==> src/mmbs_pkg.sv <==
`default_nettype none
package mmbs_pkg;

    localparam int MAX_PIXELS = 65536;
    localparam int WINDOW     = 20;
    localparam int HIST_SLOTS = WINDOW - 1;

    localparam int SAMPLE_W = 8;
    localparam int POS_W    = $clog2(MAX_PIXELS);
    localparam int FSIZE_W  = POS_W + 1;
    localparam int SLOT_W   = $clog2(HIST_SLOTS + 1);
    localparam int SUM_W    = 13;
    localparam int T_W      = SUM_W + 1;

    // history is addressed as {slot, pos}; MAX_PIXELS is a power of two
    localparam int HIST_DEPTH = HIST_SLOTS * MAX_PIXELS;
    localparam int HIST_AW    = SLOT_W + POS_W;

    localparam int HALF_WINDOW = WINDOW / 2;

    // t / WINDOW as (t * RECIP) >> RECIP_SHIFT, exact for t < 2**T_W
    localparam int RECIP_SHIFT = 17;
    localparam int RECIP       = (2 ** RECIP_SHIFT + WINDOW - 1) / WINDOW;
    localparam int RECIP_W     = $clog2(RECIP + 1);
    localparam int PROD_W      = T_W + RECIP_W;
    localparam int BG_W        = PROD_W - RECIP_SHIFT;

    localparam logic [SAMPLE_W-1:0] SAMPLE_MAX = '1;

    typedef struct packed {
        logic [POS_W-1:0]  pos;
        logic [SLOT_W-1:0] slot;
        logic              warm;
        logic              sum_ok;
    } t_pix_ctl;

endpackage
`default_nettype wire

==> src/mmbs_diff.sv <==
`default_nettype none
module mmbs_diff (
    input  wire                           i_clk,
    input  wire                           i_rst_n,
    input  wire                           i_valid,
    output logic                          o_ready,
    input  wire  [mmbs_pkg::T_W-1:0]      i_total,
    input  wire  [mmbs_pkg::SAMPLE_W-1:0] i_sample,
    input  wire                           i_warm,
    output logic                          o_valid,
    input  wire                           i_ready,
    output logic [mmbs_pkg::SAMPLE_W-1:0] o_difference,
    output logic                          o_warming_up
);
    import mmbs_pkg::*;

    logic                r_s2_v;
    logic [T_W-1:0]      r_s2_total;
    logic [SAMPLE_W-1:0] r_s2_sample;
    logic                r_s2_warm;

    logic                r_s3_v;
    logic [PROD_W-1:0]   r_s3_prod;
    logic [SAMPLE_W-1:0] r_s3_sample;
    logic                r_s3_warm;

    logic                r_out_v;
    logic [SAMPLE_W-1:0] r_out_diff;
    logic                r_out_warm;

    logic                out_en;
    logic                s3_en;
    logic                s2_en;
    logic [BG_W-1:0]     bg_wide;
    logic [SAMPLE_W-1:0] bg;
    logic [SAMPLE_W-1:0] n_diff;

    assign out_en  = !r_out_v || i_ready;
    assign s3_en   = !r_s3_v || out_en;
    assign s2_en   = !r_s2_v || s3_en;
    assign o_ready = s2_en;

    always_comb begin
        bg_wide = r_s3_prod[PROD_W-1:RECIP_SHIFT];
        if (bg_wide > BG_W'(SAMPLE_MAX)) begin
            bg = SAMPLE_MAX;
        end else begin
            bg = bg_wide[SAMPLE_W-1:0];
        end
        if (r_s3_warm) begin
            n_diff = r_s3_sample;
        end else if (r_s3_sample >= bg) begin
            n_diff = r_s3_sample - bg;
        end else begin
            n_diff = bg - r_s3_sample;
        end
    end

    always_ff @(posedge i_clk) begin
        if (s2_en) begin
            r_s2_total  <= i_total;
            r_s2_sample <= i_sample;
            r_s2_warm   <= i_warm;
        end
        if (s3_en) begin
            r_s3_prod   <= PROD_W'(r_s2_total) * PROD_W'(RECIP);
            r_s3_sample <= r_s2_sample;
            r_s3_warm   <= r_s2_warm;
        end
        if (out_en) begin
            r_out_diff <= n_diff;
            r_out_warm <= r_s3_warm;
        end
    end

    always_ff @(posedge i_clk) begin
        if (!i_rst_n) begin
            r_s2_v  <= 1'b0;
            r_s3_v  <= 1'b0;
            r_out_v <= 1'b0;
        end else begin
            if (s2_en) begin
                r_s2_v <= i_valid;
            end
            if (s3_en) begin
                r_s3_v <= r_s2_v;
            end
            if (out_en) begin
                r_out_v <= r_s3_v;
            end
        end
    end

    assign o_valid      = r_out_v;
    assign o_difference = r_out_diff;
    assign o_warming_up = r_out_warm;

endmodule
`default_nettype wire

==> config.mk <==
export PLATFORM = sky130hd
export DESIGN_NAME = mmbs_diff
export DESIGN_NICKNAME = d
export VERILOG_FILES = /design/src/mmbs_pkg.sv /design/src/mmbs_diff.sv
export SDC_FILE = /design/constraint.sdc
export NUM_CORES = 1
export LEC_CHECK = 0
export BUFFER_PORTS_ARGS = -buffer_cell sky130_fd_sc_hd__clkbuf_2
export CORE_MARGIN = 5
export CORE_UTILIZATION = 40
export DETAILED_ROUTE_END_ITERATION = 7
export REMOVE_ABC_BUFFERS = 1
export SYNTH_ARGS = -nofsm -noshare
export SYNTH_HDL_FRONTEND = slang
export SYNTH_SLANG_ARGS = --single-unit
==> constraint.sdc <==
create_clock -name i_clk -period 7.3 [get_ports i_clk]
set_clock_uncertainty 0.15 [all_clocks]
set_input_delay 1.46 -clock i_clk [delete_from_list [all_inputs] [get_ports i_clk]]
set_output_delay 1.46 -clock i_clk [all_outputs]
set_load 0.02 [all_outputs]
## After elaboration in Yosys (flattened, before gate mapping)

Index checks and enable logic that the tools add are counted.

| word-level totals | value |
|---|---|
| word-level logic and storage cells | 25 |
| output and inout port bits | 11 |
| input bits | 27 |
| bits in registers | 70 |

| cells by class | value |
|---|---|
| reductions and logical operators | 6 |
| add/subtract/negate cells | 2 |
| $mul | 1 |
| magnitude comparators | 2 |
| mux-type cells | 3 |

Operators with widths:

| cell | count |
|---|---|
| $mul 14x12->26 const B | 1 |
| $mux 8 | 3 |
| $sub 8x8->8 | 2 |
| $gt 10x8->1 const B | 1 |
| $ge 8x8->1 | 1 |
| $logic_not 1->1 | 3 |
| $logic_or 1x1->1 | 3 |

## Logic depth before layout (Yosys ltp)

| depth | value |
|---|---|
| depth after elaboration | 5 |
| gate-level depth with buffers | 16 |
| gate-level depth less buffers | 16 |

## Least setup slack after synthesis

No wires, ideal clock.

| timing path | value |
|---|---|
| path type | flip-flop to flip-flop |
| start point | register r_s2_total[9] |
| end point | register r_s3_prod[26], data pin |
| required time | 6.886 ns |
| stages on the path, launching flop included | 17 |
| period minus slack after synthesis | 4.853 ns |
| path buffers | 0 |
| slack | 2.447 ns |
| arrival | 4.440 ns |
| setup time | 0.264 ns |
| cell sequence | edfxtp_1 ha_1 fa_1 inv_1 fa_1 inv_1 fa_1 inv_1 fa_1 inv_1 ha_1 nand3_1 o32ai_1 nor3_1 a21oi_1 a221oi_1 xnor2_1 |

| between the ends | value |
|---|---|
| word-level cells in the longest chain between the ends | 1 |

RTL lines:

| item | RTL line | source |
|---|---|---|
| start: declaration | mmbs_diff.sv:18 | `logic [T_W-1:0] r_s2_total;` |
| start signal: assignment | mmbs_diff.sv:61 | `r_s2_total <= i_total;` |
| $mul 14x12->26 | mmbs_diff.sv:66 | `r_s3_prod <= PROD_W'(r_s2_total) * PROD_W'(RECIP);` |
| end signal: assignment | mmbs_diff.sv:66 |  |
| end: declaration | mmbs_diff.sv:23 | `logic [PROD_W-1:0] r_s3_prod;` |

No other way between the ends.
A chain may end at the register's enable or synchronous reset.

## Worst setup path after layout

| timing path | value |
|---|---|
| start point | register r_s2_total[5] |
| end point | register r_s3_prod[26], data pin |

Same word-level chain as after synthesis.

==> summary.md <==
Global routing used 14.1% of the available tracks. The synthesized design contains 54 register bits. The logs give 16400 sq um for the area of the die and 54 for the number of clock sinks seen by CTS.

The wire-length estimate of the detail-placed layout is 9.17 mm. The count of buffers inserted at the top-level ports is 37. Clock tree synthesis selected as its root buffer the cell sky130_fd_sc_hd__clkbuf_16. Synthesis instantiated 60 different standard cells from the library.

The worst setup path is launched from a register. The final critical path takes up 71.5% of the cycle. Sorting the synthesized cells by area gives the leading types as sky130_fd_sc_hd__edfxtp_1 (28%), sky130_fd_sc_hd__ha_1 (25%), sky130_fd_sc_hd__fa_1 (17%), sky130_fd_sc_hd__inv_1 (7.6%), sky130_fd_sc_hd__a21o_1 (1.8%). Among all flip-flop cells after synthesis, the most frequent one is sky130_fd_sc_hd__edfxtp_1.

The initialized floorplan defines 43 standard-cell rows. Static timing analysis puts the maximum clock frequency at 0.192 GHz. The post-CTS setup-driven buffer insertion count is 0. The type of the tightest min-delay check is reg -> reg.

The tools report the worst IR drop on VDD as 0.150 mV. The post-route netlist has 10.7% of its cells at a drive strength greater than 1. Dividing the synthesized area by the synthesized cell count gives 11.1 sq um. Setup total negative slack on the finished layout was measured at 0 ps.

In the routed design, unresolved DRC markers number 0. The first routing iteration left 113 violations. In this run the static leakage power is 3.17 nW. The number of global-route vias before repair was 3832; the minimum period implied by the final worst setup slack was 5220 ps. The total overflow left after global routing is 0. The share of the synthesized area in the top cell type was 27.5%. The run gives 25 as the largest net degree at the start of global routing. The clock reaches the later pin of the worst-skew pair after 300 ps. In the final routed layout, each cell accounts on average for 14.8 um. The congestion estimate from routability-driven global placement came to 0.900. Number of search-and-repair iterations in the first detailed-routing pass: 5. Cells fill 44.2% of the core in the end. The area growth from synthesis to layout is 9.47%. The floorplan step set the die width to 128 um. Synthesis handed over a netlist of 503 instances. The synthesized design contains 51 enable-type register cells.

Using the TritonRoute via totals, the vias-per-cell ratio works out to 4.87. The initial utilization of the core area, before any placement, comes to 40.4%. The final layout contains routed wiring with a total length of 10.7 mm. In the synthesized netlist the async set-or-reset flop fraction comes to 0%. The total number of yosys warnings came out at 0.

0 antenna diodes ended up in the layout. Setup repair after global routing left no endpoint under its margin. Data on the critical path is required at its endpoint by 7200 ps. The top-level port count was 38; the count of final hold-check violations was 0. The run gives 13800 sq um as the area of the core.

Post-CTS repair changed the size of 0 cells. The run finished with clean final reports. The first global-routing pass estimated 18.6 mm of wire. Height of the die: 128 um. The clock tree synthesis step divided the H-tree into 2 levels. After clock tree synthesis, the clock-pin slew on the worst setup and hold paths is 80 ps.

TritonCTS built the clock tree. Along the worst path, the maximum fanout reaches 6. The number of slew-limit violations in the final report is 0, and the share of synthesized area occupied by flip-flops and latches is 28.6%. The run gives 5560 sq um as the summed instance area of the synthesized netlist.

The run gives 731 as the number of nets in the layout. For the residual antenna-violating net count after detailed routing, the log shows 0. The most common cell in the synthesized netlist is sky130_fd_sc_hd__inv_1.

The critical path in this run is classified as reg -> reg. Headroom to the max-slew limit came out at 50.0%. For the worst setup path, the data arrival time is 5110 ps. Setup violations remaining at the end of the flow were counted as 0.

The run gives 3526 as the total vias in the final route. In this run the deepest clock path goes through 2 buffers. Total power per unit cell area: 338 nW/um^2.

The number of antenna violations at the first check in global routing is 0. The library cell with the largest summed area after synthesis is sky130_fd_sc_hd__edfxtp_1. For the pin with the worst max-slew slack, the measured transition is 749 ps. Post-cts hold buffer count: 0.

STA classifies the critical path endpoint as a register. The tool flagged a number of max-cap violations equal to 0. The number of clock buffers added by TritonCTS is 5. The commonest cells after synthesis are sky130_fd_sc_hd__inv_1 (113), sky130_fd_sc_hd__ha_1 (112), sky130_fd_sc_hd__edfxtp_1 (51).
## sequential cells by signal (all words and copies together), names as in the netlist
signal,count
r_s2_sample,8
r_s3_prod,10
o_warming_up,1
r_s2_warm,1
r_s2_total,14
r_s2_v,1
o_difference,8
r_s3_warm,1
o_valid,1
r_s3_v,1
r_s3_sample,8
## area by class of cell
| cell class | instances | area [sq um] |
|---|---|---|
| Inverter | 115 | 432 |
| Tap cell | 180 | 225 |
| Fill cell | 1331 | 7690 |
| Multi-Input combinational cell | 330 | 3510 |
| Clock buffer | 5 | 125 |
| Timing Repair Buffer | 38 | 193 |
| Clock inverter | 2 | 13.8 |
| Sequential cell | 54 | 1590 |
## worst max-delay path: stages, from the launching register on
cell and delay (ps):
sky130_fd_sc_hd__edfxtp_1 500, sky130_fd_sc_hd__ha_1 400, sky130_fd_sc_hd__fa_1 510, sky130_fd_sc_hd__inv_1 50, sky130_fd_sc_hd__fa_1 520, sky130_fd_sc_hd__inv_1 50, sky130_fd_sc_hd__fa_1 530, sky130_fd_sc_hd__inv_1 50
sky130_fd_sc_hd__fa_1 530, sky130_fd_sc_hd__inv_1 50, sky130_fd_sc_hd__ha_1 370, sky130_fd_sc_hd__nand3_1 150, sky130_fd_sc_hd__o32ai_1 430, sky130_fd_sc_hd__nor3_1 100, sky130_fd_sc_hd__a21oi_1 270, sky130_fd_sc_hd__a221oi_1 140
sky130_fd_sc_hd__xnor2_1 140
## where the power goes
| part | total [mW] | internal, mW | switching (mW) |
|---|---|---|---|
| Sequential | 0.473 | 0.444 | 0.0292 |
| Clock | 0.245 | 0.126 | 0.119 |
| Combinational | 1.34 | 0.569 | 0.771 |
| Total | 2.06 | 1.14 | 0.919 |
## cell families (layout without fill, tap and decap cells)
family | after synthesis | count (layout) | share of synthesized area (%)
buffers and inverters | 119 | 160 | 8.30
DFF | 54 | 54 | 28.6
AOI/OAI and AO/OA | 67 | 67 | 8.84
xor gates and xnor gates | 19 | 19 | 2.99
adders and majority gates | 160 | 160 | 42.5
muxes | 9 | 9 | 1.64
and+or+nand+nor | 75 | 75 | 7.11
## path summary, 6_finish.rpt
check	endpoint	slack, ps	cells past startpoint	startpoint
worst max-delay path	r_s3_prod[26]	2080	16	r_s2_total[5]
worst min register to register	r_s3_sample[7]	270	0	r_s2_sample[7]
worst min-delay path	r_s3_sample[7]	270	0	r_s2_sample[7]
worst max register to register	r_s3_prod[26]	2080	16	r_s2_total[5]
## per-layer routing
metal	global-route usage (%)	part of all wire, %
met4	3.62	1.1
met1	17.9	46
met2	25.0	51
met3	2.04	2.2
met5	0	0
## per-stage QoR
stage	cell area, sq um	worst slack (ps)	instances	hold slack [ps]	power, mW
floorplan	5530	2450	499	250	1.52
global placement	5950	2230	717	253	1.80
detailed placement	5950	2080	717	256	1.82
CTS	6090	2080	724	268	2.08
global route	6090	1740	724	268	2.29
finish	6090	2080	724	268	2.06
## cell usage in the layout, fill, tap and decap left out, types with 10 or more instances in the layout
cell type,count
sky130_fd_sc_hd__inv_1,113
sky130_fd_sc_hd__ha_1,112
sky130_fd_sc_hd__edfxtp_1,51
sky130_fd_sc_hd__fa_1,48
sky130_fd_sc_hd__clkbuf_2,37
sky130_fd_sc_hd__nand2_1,17
sky130_fd_sc_hd__a21oi_1,15
sky130_fd_sc_hd__a21o_1,13
sky130_fd_sc_hd__nand3_1,11
sky130_fd_sc_hd__xor2_1,11
sky130_fd_sc_hd__nor2_1,10
Power figures use the tool's default switching activity.
