## src/mmbs_pkg.sv

```systemverilog
`default_nettype none
package mmbs_pkg;

    localparam int MAX_PIXELS = 65536;
    localparam int WINDOW     = 20;
    localparam int HIST_SLOTS = WINDOW - 1;

    localparam int SAMPLE_W = 8;
    localparam int POS_W    = $clog2(MAX_PIXELS);
    localparam int FSIZE_W  = POS_W + 1;
    localparam int SLOT_W   = $clog2(HIST_SLOTS + 1);
    localparam int SUM_W    = 13;
    localparam int T_W      = SUM_W + 1;

    // history is addressed as {slot, pos}; MAX_PIXELS is a power of two
    localparam int HIST_DEPTH = HIST_SLOTS * MAX_PIXELS;
    localparam int HIST_AW    = SLOT_W + POS_W;

    localparam int HALF_WINDOW = WINDOW / 2;

    // t / WINDOW as (t * RECIP) >> RECIP_SHIFT, exact for t < 2**T_W
    localparam int RECIP_SHIFT = 17;
    localparam int RECIP       = (2 ** RECIP_SHIFT + WINDOW - 1) / WINDOW;
    localparam int RECIP_W     = $clog2(RECIP + 1);
    localparam int PROD_W      = T_W + RECIP_W;
    localparam int BG_W        = PROD_W - RECIP_SHIFT;

    localparam logic [SAMPLE_W-1:0] SAMPLE_MAX = '1;

    typedef struct packed {
        logic [POS_W-1:0]  pos;
        logic [SLOT_W-1:0] slot;
        logic              warm;
        logic              sum_ok;
    } t_pix_ctl;

endpackage
`default_nettype wire

```

## src/mmbs_seq.sv

```systemverilog
`default_nettype none
module mmbs_seq (
    input  wire                          i_clk,
    input  wire                          i_rst_n,
    input  wire                          i_cfg_wr_en,
    input  wire  [mmbs_pkg::FSIZE_W-1:0] i_cfg_wr_data,
    input  wire                          i_accept,
    output mmbs_pkg::t_pix_ctl           o_ctl
);
    import mmbs_pkg::*;

    logic [FSIZE_W-1:0] r_frame_pixels;
    logic [POS_W-1:0]   r_pos;
    logic [SLOT_W-1:0]  r_slot;
    logic [SLOT_W-1:0]  r_frames;
    logic [FSIZE_W-1:0] r_fill;

    logic [FSIZE_W-1:0] fsize;
    logic [FSIZE_W-1:0] pos_inc;
    logic               wrap;
    logic               warm;

    always_comb begin
        if (r_frame_pixels == '0 || r_frame_pixels > FSIZE_W'(MAX_PIXELS)) begin
            fsize = FSIZE_W'(MAX_PIXELS);
        end else begin
            fsize = r_frame_pixels;
        end
        pos_inc = {1'b0, r_pos} + FSIZE_W'(1);
        wrap    = pos_inc >= fsize;
        warm    = r_frames < SLOT_W'(HIST_SLOTS);
    end

    assign o_ctl.pos    = r_pos;
    assign o_ctl.slot   = r_slot;
    assign o_ctl.warm   = warm;
    assign o_ctl.sum_ok = {1'b0, r_pos} < r_fill;

    always_ff @(posedge i_clk) begin
        if (!i_rst_n) begin
            r_frame_pixels <= FSIZE_W'(MAX_PIXELS);
            r_pos          <= '0;
            r_slot         <= '0;
            r_frames       <= '0;
            r_fill         <= '0;
        end else begin
            if (i_cfg_wr_en) begin
                r_frame_pixels <= i_cfg_wr_data;
            end
            if (i_accept) begin
                if (pos_inc > r_fill) begin
                    r_fill <= pos_inc;
                end
                if (wrap) begin
                    r_pos <= '0;
                    if (warm) begin
                        r_frames <= r_frames + SLOT_W'(1);
                    end
                    if (r_slot == SLOT_W'(HIST_SLOTS - 1)) begin
                        r_slot <= '0;
                    end else begin
                        r_slot <= r_slot + SLOT_W'(1);
                    end
                end else begin
                    r_pos <= pos_inc[POS_W-1:0];
                end
            end
        end
    end

endmodule
`default_nettype wire

```

## config.mk

```make
export PLATFORM = sky130hd
export DESIGN_NAME = mmbs_seq
export DESIGN_NICKNAME = d
export VERILOG_FILES = /design/src/mmbs_pkg.sv /design/src/mmbs_seq.sv
export SDC_FILE = /design/constraint.sdc
export NUM_CORES = 1
export LEC_CHECK = 0
export ABC_AREA = 0
export BUFFER_PORTS_ARGS = -buffer_cell sky130_fd_sc_hd__buf_2
export CORE_MARGIN = 8
export CORE_UTILIZATION = 30
export CTS_CLUSTER_SIZE = 14
export DETAILED_ROUTE_END_ITERATION = 12
export GPL_TIMING_DRIVEN = 0
export PLACE_DENSITY_LB_ADDON = 0.2
export SLEW_MARGIN = 30
export SYNTH_ARGS = -nofsm -noshare
export SYNTH_HDL_FRONTEND = slang
export SYNTH_SLANG_ARGS = --single-unit
```

## constraint.sdc

```tcl
create_clock -name i_clk -period 3.25 [get_ports i_clk]
set_input_delay 0.325 -clock i_clk [delete_from_list [all_inputs] [get_ports i_clk]]
set_output_delay 0.325 -clock i_clk [all_outputs]
set_load 0.03 [all_outputs]
```

After elaboration in Yosys (flattened, before gate mapping)

Index checks and enable logic that the tools add are counted.

Register bits after elaboration: 60
Bits of input ports: 21
Output and inout bits: 23
Word-level logic and storage cells: 22

Add/sub/neg operators: 3
Magnitude comparators: 5
Eq/ne operators: 1
Muxes and demuxes: 3
Reductions and logical operators: 5

Operators by type and width:

| cell                                               | number |
|---|---|
| adder 16 x 1 -> 17 bit (second input constant)     | 1 |
| greater-or-equal comparator 17 bit                 | 1 |
| > comparator 17 bit                                | 1 |
| > comparator 17 bit (second input constant)        | 1 |
| zero test 17 bit                                   | 1 |
| less-than comparator 16 x 17 -> 1 bit              | 1 |
| 2-to-1 mux 17 bit                                  | 1 |
| 2-to-1 mux 16 bit                                  | 1 |
| adder 5 x 1 -> 5 bit (second input constant)       | 2 |
| == test 5 bit (second input constant)              | 1 |
| less-than comparator 5 bit (second input constant) | 1 |
| 2-to-1 mux 5 bit                                   | 1 |
| AND reduction 2 bit                                | 2 |
| AND reduction 3 bit                                | 1 |
| logical OR 1 bit                                   | 1 |

Logic depth before layout (Yosys ltp)

Gate-level depths: netlist of the first run.

Depth after elaboration: 5
Depth in mapped cells: 14
Mapped depth without buffers: 12

Least setup slack after synthesis of the first run

Ideal clock, no wire load.

Path kind: register to register
Start point: reg r_pos[0]
End point: reg r_pos[0]
Setup time: 0.070 ns
Arrival time: 3.236 ns
Required time: 3.180 ns
Slack: -0.056 ns
Cell stages (with the launch flop): 13
Buffers on the path: 1
Clock period less this slack: 3.306 ns
Cells stage by stage: dfxtp_1 ha_1 and3_1 nand4_1 xnor2_1 ha_1 a41o_1 a221oi_4 o21a_4 a31oi_4 or2_1 buf_6 o21ai_2

Cells in the longest elaborated chain, start to end: 3

RTL lines:

| element                            | line           | source |
|---|---|---|
| start: declaration                 | mmbs_seq.sv:13 | `logic [POS_W-1:0] r_pos;` |
| start signal: assignment           | mmbs_seq.sv:65 | `r_pos <= pos_inc[POS_W-1:0];` |
| adder 16 x 1 -> 17 bit             | mmbs_seq.sv:29 | `pos_inc = {1'b0, r_pos} + FSIZE_W'(1);` |
| via pos_inc[14]                    | mmbs_seq.sv:19 | `logic [FSIZE_W-1:0] pos_inc;` |
| greater-or-equal comparator 17 bit | mmbs_seq.sv:30 | `wrap = pos_inc >= fsize;` |
| 2-to-1 mux 16 bit                  | mmbs_seq.sv:54 | `if (wrap) begin` |

The timed path passes the listed nets, and every way through them passes these cells.
A chain may end at the register's enable or synchronous reset.

Worst setup path in the final report of the first run

Start point: reg r_pos[6]
End point: reg r_pos[3]

Same word-level chain as after synthesis.

==> results.sh, run 1 <==
export IMPL_yosysWarnings=0
export IMPL_netlist_instances=464
export IMPL_clockBufferDepth=2
export IMPL_hp_class="in2reg"
export IMPL_hpwl_mm=8.90
export IMPL_antenna_cells=0
export IMPL_cp_arrival_ps=3480
export IMPL_regToRegStartpoint="r_pos[6]"
export IMPL_layout_setup_ws_ps=27.4
export IMPL_synth_area_per_cell_um2=8.79
export IMPL_outcome="finished clean"
export IMPL_power_clock_fraction=0.343
export IMPL_hold_viol_final=0
export IMPL_drc=0
export IMPL_rows=42
export IMPL_drive_above_1_share=0.297
export IMPL_cts_htree_levels=3
export IMPL_cpPeakStageDelay_ps=400
export IMPL_finalCriticalPeriod_ps=3220
export IMPL_reg2reg_depth=12
export IMPL_pre_cts_ws_ps=-529
export IMPL_setup_viol=0
export IMPL_drv_cap=0
export IMPL_fin_nets=602
export IMPL_synth_cell_area_um2=4080
export IMPL_synth_seq_cells=60
export IMPL_io_pins=44
export IMPL_drt_first_pass_iters=4
export IMPL_switching_power_mw=0.858
export IMPL_cp_end_kind="flop"
export IMPL_place_gp_congestion=0.784
export IMPL_grt_max_degree=11
export IMPL_slew_headroom=0.533
export IMPL_ant_nets=0
export IMPL_num_vias=3555
export IMPL_ff2ff_setup_slack_ps=30
export IMPL_area_growth_pct=28.6
export IMPL_synth_largest_area_cell="dfxtp_1"
export IMPL_path_class="reg2reg"
export IMPL_cts_hold_buf=0
export IMPL_skew_ps=9.96
export IMPL_timing_rr_end="r_pos[3]"
export IMPL_worstPathMaxFanout=10
export IMPL_drt_initial_drc_count=159
export IMPL_cp_required_ps=3510
export IMPL_whs_path_depth=3
export IMPL_leakagePower_nw=2.41
export IMPL_synthArstFlopShare=0
export IMPL_die_y_um=133
export IMPL_tightest_slew_ps=701
export IMPL_grt_overflow=0
export IMPL_port_buffers=41
export IMPL_hold_path_startpoint="i_cfg_wr_data[9]"
export IMPL_p_int_mw=1.64
export IMPL_coreArea_um2=13200
export IMPL_syn_nets=540
export IMPL_wl_per_cell_um=16.8
export IMPL_rsz0062_at_grt="true"
export IMPL_wirelength_mm=11.8
export IMPL_root_buffer="clkbuf_16"
export IMPL_die_w_um=133
export IMPL_worstSkewPairLatency_ps=340
export IMPL_initial_core_util=0.308
export IMPL_swShare=0.344
export IMPL_critPathLaunchType="flop"
export IMPL_timing_final_crit_share=0.992
export IMPL_die_area_um2=17600
export IMPL_max_freq_ghz=0.310
export IMPL_cts_tree="built"
export IMPL_p_per_area_nw_per_um2=475
export IMPL_pwr_share_seq=0.335
export IMPL_critPathLaunch="r_pos[6]"
export IMPL_regArea_um2=1240
export IMPL_grt_antenna_before_repair=0
export IMPL_slew_violations=0
export IMPL_synth_main_ff_cell="dfxtp_1"
export IMPL_fill_cells=1365
export IMPL_final_util=0.396
export IMPL_crit_chain="and4_4 > and3_4 > nand4_1 > xnor2_2 > ha_4 > a41o_1 > a221oi_4 > o21a_4 > a31oi_4 > or2_1 > buf_6 > o21ai_2"
export IMPL_critPathSlowestCell="dfxtp_4"
export IMPL_track_usage=0.135
export IMPL_min_to="r_frame_pixels[9]"
export IMPL_path_clk_slew_ps=50
export IMPL_yosysSeqAreaShare=0.294
export IMPL_power_frac_comb=0.322
export IMPL_grt_pass1_vias=3668
export IMPL_cts_buffers=9
export IMPL_clock_sinks=60
export IMPL_synth_top_cell_area_share=0.294
export IMPL_grt_pass1_wl_mm=18.9
export IMPL_ir_worst_vdd_mv=0.215
export IMPL_vias_per_cell=5.04
export IMPL_ys_types=63
export IMPL_synth_edf_count=0
export IMPL_multi_input_area_um2=2980
export IMPL_synth_area_leaders="dfxtp_1 29%, ha_1 17%, mux2i_1 5.4%"
cell type report:
class                      instances  share of cell area
multi-input combinational        348               0.568
sequential                        60               0.237
timing repair buffer              53              0.0565
clock buffer                      11              0.0462
tap                              176              0.0420
inverter                          34              0.0243
buffer                            20              0.0229
clock inverter                     3             0.00286
worst max-delay path by stage:
stage	to	slack, ps
after floorplan	r_pos[0]	10
after global placement	r_pos[6]	-480
after detailed placement	r_pos[6]	-530
after CTS	r_pos[6]	6
after global routing	r_pos[6]	-100
final	r_pos[3]	30
stage by stage:
stage | area (µm²) | hold WS [ps] | total power [mW] | TNS (ps) | instances
floorplan | 4080 | 435 | 1.37 | 0 | 464
global placement | 4510 | 449 | 1.56 | -15730 | 681
global route | 5250 | 225 | 2.65 | -1150 | 705
detailed placement | 4510 | 458 | 1.58 | -17570 | 681
CTS | 5010 | 205 | 2.50 | 0 | 702
finish | 5250 | 224 | 2.49 | 0 | 705
power groups by stage:
stage / registers, mW / clock network [mW] / logic [mW]
after floorplan: 0.843 / 0 / 0.524
final: 0.835 / 0.856 / 0.803
after global placement: 0.846 / 0 / 0.714
after detailed placement: 0.848 / 0 / 0.729
after CTS: 0.835 / 0.895 / 0.765
after global routing: 0.840 / 0.916 / 0.890
cell usage after synthesis, types with 2 or more instances:
cell type  instances
xor2_1             7
clkbuf_1          12
nor3_1             5
nand2_1           34
ha_1              55
o211ai_1           2
nand4_1           17
and2_1             3
nand3b_1           2
o311a_1            2
nand3_1           23
buf_2              5
a22o_1             2
nor2_1            31
buf_6              2
mux2i_1           22
buf_4              2
nor4_1             6
o21a_1             4
inv_1             34
xnor2_1            9
a21oi_1           19
a21o_1             8
o211a_1            7
dfxtp_1           60
nand2b_1          20
and3_1             6
a31oi_1            2
o21ai_2            8
o21ai_0            9
a221o_1            3
nor2b_1            5
o31ai_1            7
and4_1             2
registers in the layout, summed over array words and instances, names as in the netlist:
| register | flops |
|---|---|
| r_frames | 5 |
| r_pos | 16 |
| r_frame_pixels | 17 |
| r_fill | 17 |
| r_slot | 5 |
placed cells by master, fill, tap and decap left out, types with 8 or more instances in the layout:
cell type  instances
inv_1             31
ha_4               8
clkbuf_16          9
a21o_1             8
nand2_1           32
mux2i_1           22
ha_1              47
nor2_1            27
o21ai_0            9
nand2b_1          16
nand3_1           22
clkbuf_1          10
buf_2             44
dfxtp_1           45
a21oi_1           19
o21ai_2            8
nand4_1           17
buf_4             13
dfxtp_4           10
worst max-delay path: cells and delay by family, from the launching register on:
kind	cells	cell delay (ps)
xor gates and xnor gates	1	380
DFF	1	400
and+or+nand+nor	4	940
adders and majority gates	1	270
buffers and inverters	1	150
AOI/OAI and AO/OA	5	980
logic make-up (layout without fill, tap and decap cells):
family | Yosys count | after routing | share of synthesized area
buffers and inverters | 56 | 121 | 0.0586
and+or+nand+nor | 162 | 162 | 0.209
xor gates and xnor gates | 16 | 16 | 0.0343
adders and majority gates | 55 | 55 | 0.169
DFF | 60 | 60 | 0.294
muxes | 22 | 22 | 0.0540
AOI/OAI and AO/OA | 93 | 93 | 0.181
timing repair:
action / 4_1_cts / 5_1_grt
pin swaps: 12 / 17
buffers inserted: 7 / 3
setup endpoints to repair: 43 / 37
cloned: 1 / 1
gates resized for setup: 43 / 45
per-layer routing:
metal | GRT usage | wire (µm) | up-vias | share of wire
li1 | - | - | 1795 | -
met1 | 0.165 | 5560 | 1681 | 0.47
met2 | 0.220 | 5620 | 60 | 0.47
met3 | 0.0238 | 338 | 19 | 0.029
met4 | 0.0751 | 310 | 0 | 0.026
met5 | 0 | 0 | - | 0
Note: power is estimated with default switching activity, not from simulation.
==> run 2: changes to the inputs <==
--- a/config.mk
+++ b/config.mk
@@ -7,13 +7,14 @@
 export LEC_CHECK = 0
 export ABC_AREA = 0
 export BUFFER_PORTS_ARGS = -buffer_cell sky130_fd_sc_hd__buf_2
+export CORE_ASPECT_RATIO = 0.7
 export CORE_MARGIN = 8
 export CORE_UTILIZATION = 30
 export CTS_CLUSTER_SIZE = 14
 export DETAILED_ROUTE_END_ITERATION = 12
-export GPL_TIMING_DRIVEN = 0
 export PLACE_DENSITY_LB_ADDON = 0.2
 export SLEW_MARGIN = 30
 export SYNTH_ARGS = -nofsm -noshare
 export SYNTH_HDL_FRONTEND = slang
 export SYNTH_SLANG_ARGS = --single-unit
+export TNS_END_PERCENT = 50
==> results.sh, run 2 (same netlist as run 1, synthesis figures left out) <==
export IMPL_cts_htree_levels=3
export IMPL_path_class="reg2reg"
export IMPL_coreArea_um2=13200
export IMPL_multi_input_area_um2=2950
export IMPL_grt_overflow=0
export IMPL_slew_headroom=0.579
export IMPL_antenna_cells=0
export IMPL_die_y_um=114
export IMPL_p_per_area_nw_per_um2=486
export IMPL_drt_initial_drc_count=159
export IMPL_grt_pass1_vias=3723
export IMPL_clockBufferDepth=2
export IMPL_ir_worst_vdd_mv=0.272
export IMPL_met1_length_mm=6.54
export IMPL_vias_per_cell=4.92
export IMPL_critPathLaunchType="flop"
export IMPL_place_gp_congestion=0.825
export IMPL_layout_setup_ws_ps=26.7
export IMPL_slew_violations=0
export IMPL_max_freq_ghz=0.310
export IMPL_port_buffers=43
export IMPL_dr_wl_met3_um=678
export IMPL_hold_viol_final=0
export IMPL_worstSkewPairLatency_ps=330
export IMPL_dpl_cell_area_um2=4910
export IMPL_grt_max_degree=35
export IMPL_drv_cap=0
export IMPL_timing_final_crit_share=0.992
export IMPL_drc=0
export IMPL_die_w_um=155
export IMPL_clock_sinks=60
export IMPL_rsz0062_at_grt="true"
export IMPL_tns_ps=0
export IMPL_outcome="finished clean"
export IMPL_cts_tree="built"
export IMPL_initial_core_util=0.309
export IMPL_dr_wl_met2_mm=5.32
export IMPL_root_buffer="clkbuf_16"
export IMPL_cp_required_ps=3470
export IMPL_wl_per_cell_um=16.7
export IMPL_setup_viol=0
export IMPL_finalCriticalPeriod_ps=3220
export IMPL_total_power_mw=2.71
export IMPL_final_cell_area_um2=5590
export IMPL_hpwl_mm=9.62
export IMPL_drive_above_1_share=0.337
export IMPL_cp_arrival_ps=3440
export IMPL_regArea_um2=1200
export IMPL_wirelength_mm=12.6
export IMPL_reg_largest_list="r_fill (17), r_frame_pixels (17), r_pos (16)"
export IMPL_dr_max_layer_used="met4"
export IMPL_cts_buffers=9
export IMPL_pre_cts_ws_ps=-292
export IMPL_fin_cells=757
export IMPL_layout_commonest_cell="buf_4"
export IMPL_dp_cells=735
export IMPL_grt_pass1_wl_mm=20.0
export IMPL_fill_cells=1350
export IMPL_cp_end_kind="flop"
export IMPL_fin_nets=643
export IMPL_io_pins=44
export IMPL_leakagePower_nw=2.69
export IMPL_num_vias=3728
export IMPL_tightest_slew_ps=631
export IMPL_skew_ps=6.24
export IMPL_cts_hold_buf=0
export IMPL_final_util=0.422
export IMPL_hp_class="in2reg"
export IMPL_worstPathMaxFanout=7
export IMPL_grt_antenna_before_repair=0
export IMPL_final_cell_mix="66 x buf_4, 57 x dfxtp_1, 46 x ha_1"
export IMPL_track_usage=0.143
export IMPL_area_growth_pct=36.9
export IMPL_drt_first_pass_iters=4
export IMPL_die_area_um2=17600
export IMPL_path_clk_slew_ps=50
export IMPL_ant_nets=0
export IMPL_rows=35
export IMPL_worst_hold_slack_ps=214
[run 2: cell types whose count changed in the layout (fill, tap and decap cells not counted), moves of 3 or more]
| cell | change |
|---|---|
| buf_4 | +53 |
| clkbuf_1 | -10 |
| clkinvlp_4 | +3 |
| dfxtp_1 | +12 |
| dfxtp_4 | -10 |
| nand2b_1 | -5 |
| nand2b_4 | +5 |
| nor2_2 | -3 |
| nor3_1 | +3 |
| nor3_2 | -3 |
| xnor2_1 | +4 |
| xnor2_2 | -3 |
| xor2_1 | +4 |
| xor2_2 | -4 |
[run 2: report_power, final]
group,switching (mW),internal [mW],total [mW]
Clock,0.358,0.588,0.946
Combinational,0.541,0.404,0.945
Sequential,0.0304,0.793,0.824
[run 2: worst max-delay path, stage by stage (launching register included)]
cell	delay, ps
dfxtp_2	320
nor4_2	270
buf_4	150
nand4_1	130
ha_4	290
buf_6	130
buf_4	120
nand2b_4	120
ha_1	280
nand3_2	100
o22ai_4	230
o31ai_4	90
a31oi_4	350
buf_12	160
buf_6	80
nor3_1	30
a221o_1	250
[run 2: worst paths after layout]
check,from,end,slack (ps),cells past startpoint
worst min-delay path,i_cfg_wr_data[16],r_frame_pixels[16],210,3
worst max register to register,r_frame_pixels[11],r_pos[12],30,16
worst min register to register,r_fill[1],r_fill[1],460,2
worst max-delay path,r_frame_pixels[11],r_pos[12],30,16
[run 2: cell type report]
class                   count  area share
multi-input cells         348       0.529
clock inverters             7      0.0121
clock buffers               9      0.0403
repair buffers            114       0.139
flip-flops and latches     60       0.216
inverters                  34      0.0228
well taps                 185      0.0414
[run 2: what timing repair did]
action	in CTS	in global routing
endpoints found under the setup margin	26	42
buffers inserted	0	6
resized for setup	6	47
pin swaps	1	14
[run 2: layer usage]
metal  vias to the layer above  global-route usage
met2                        85               0.206
met4                         0              0.0309
met3                        10              0.0382
met5                         -                   0
li1                       1882                   -
met1                      1751               0.206
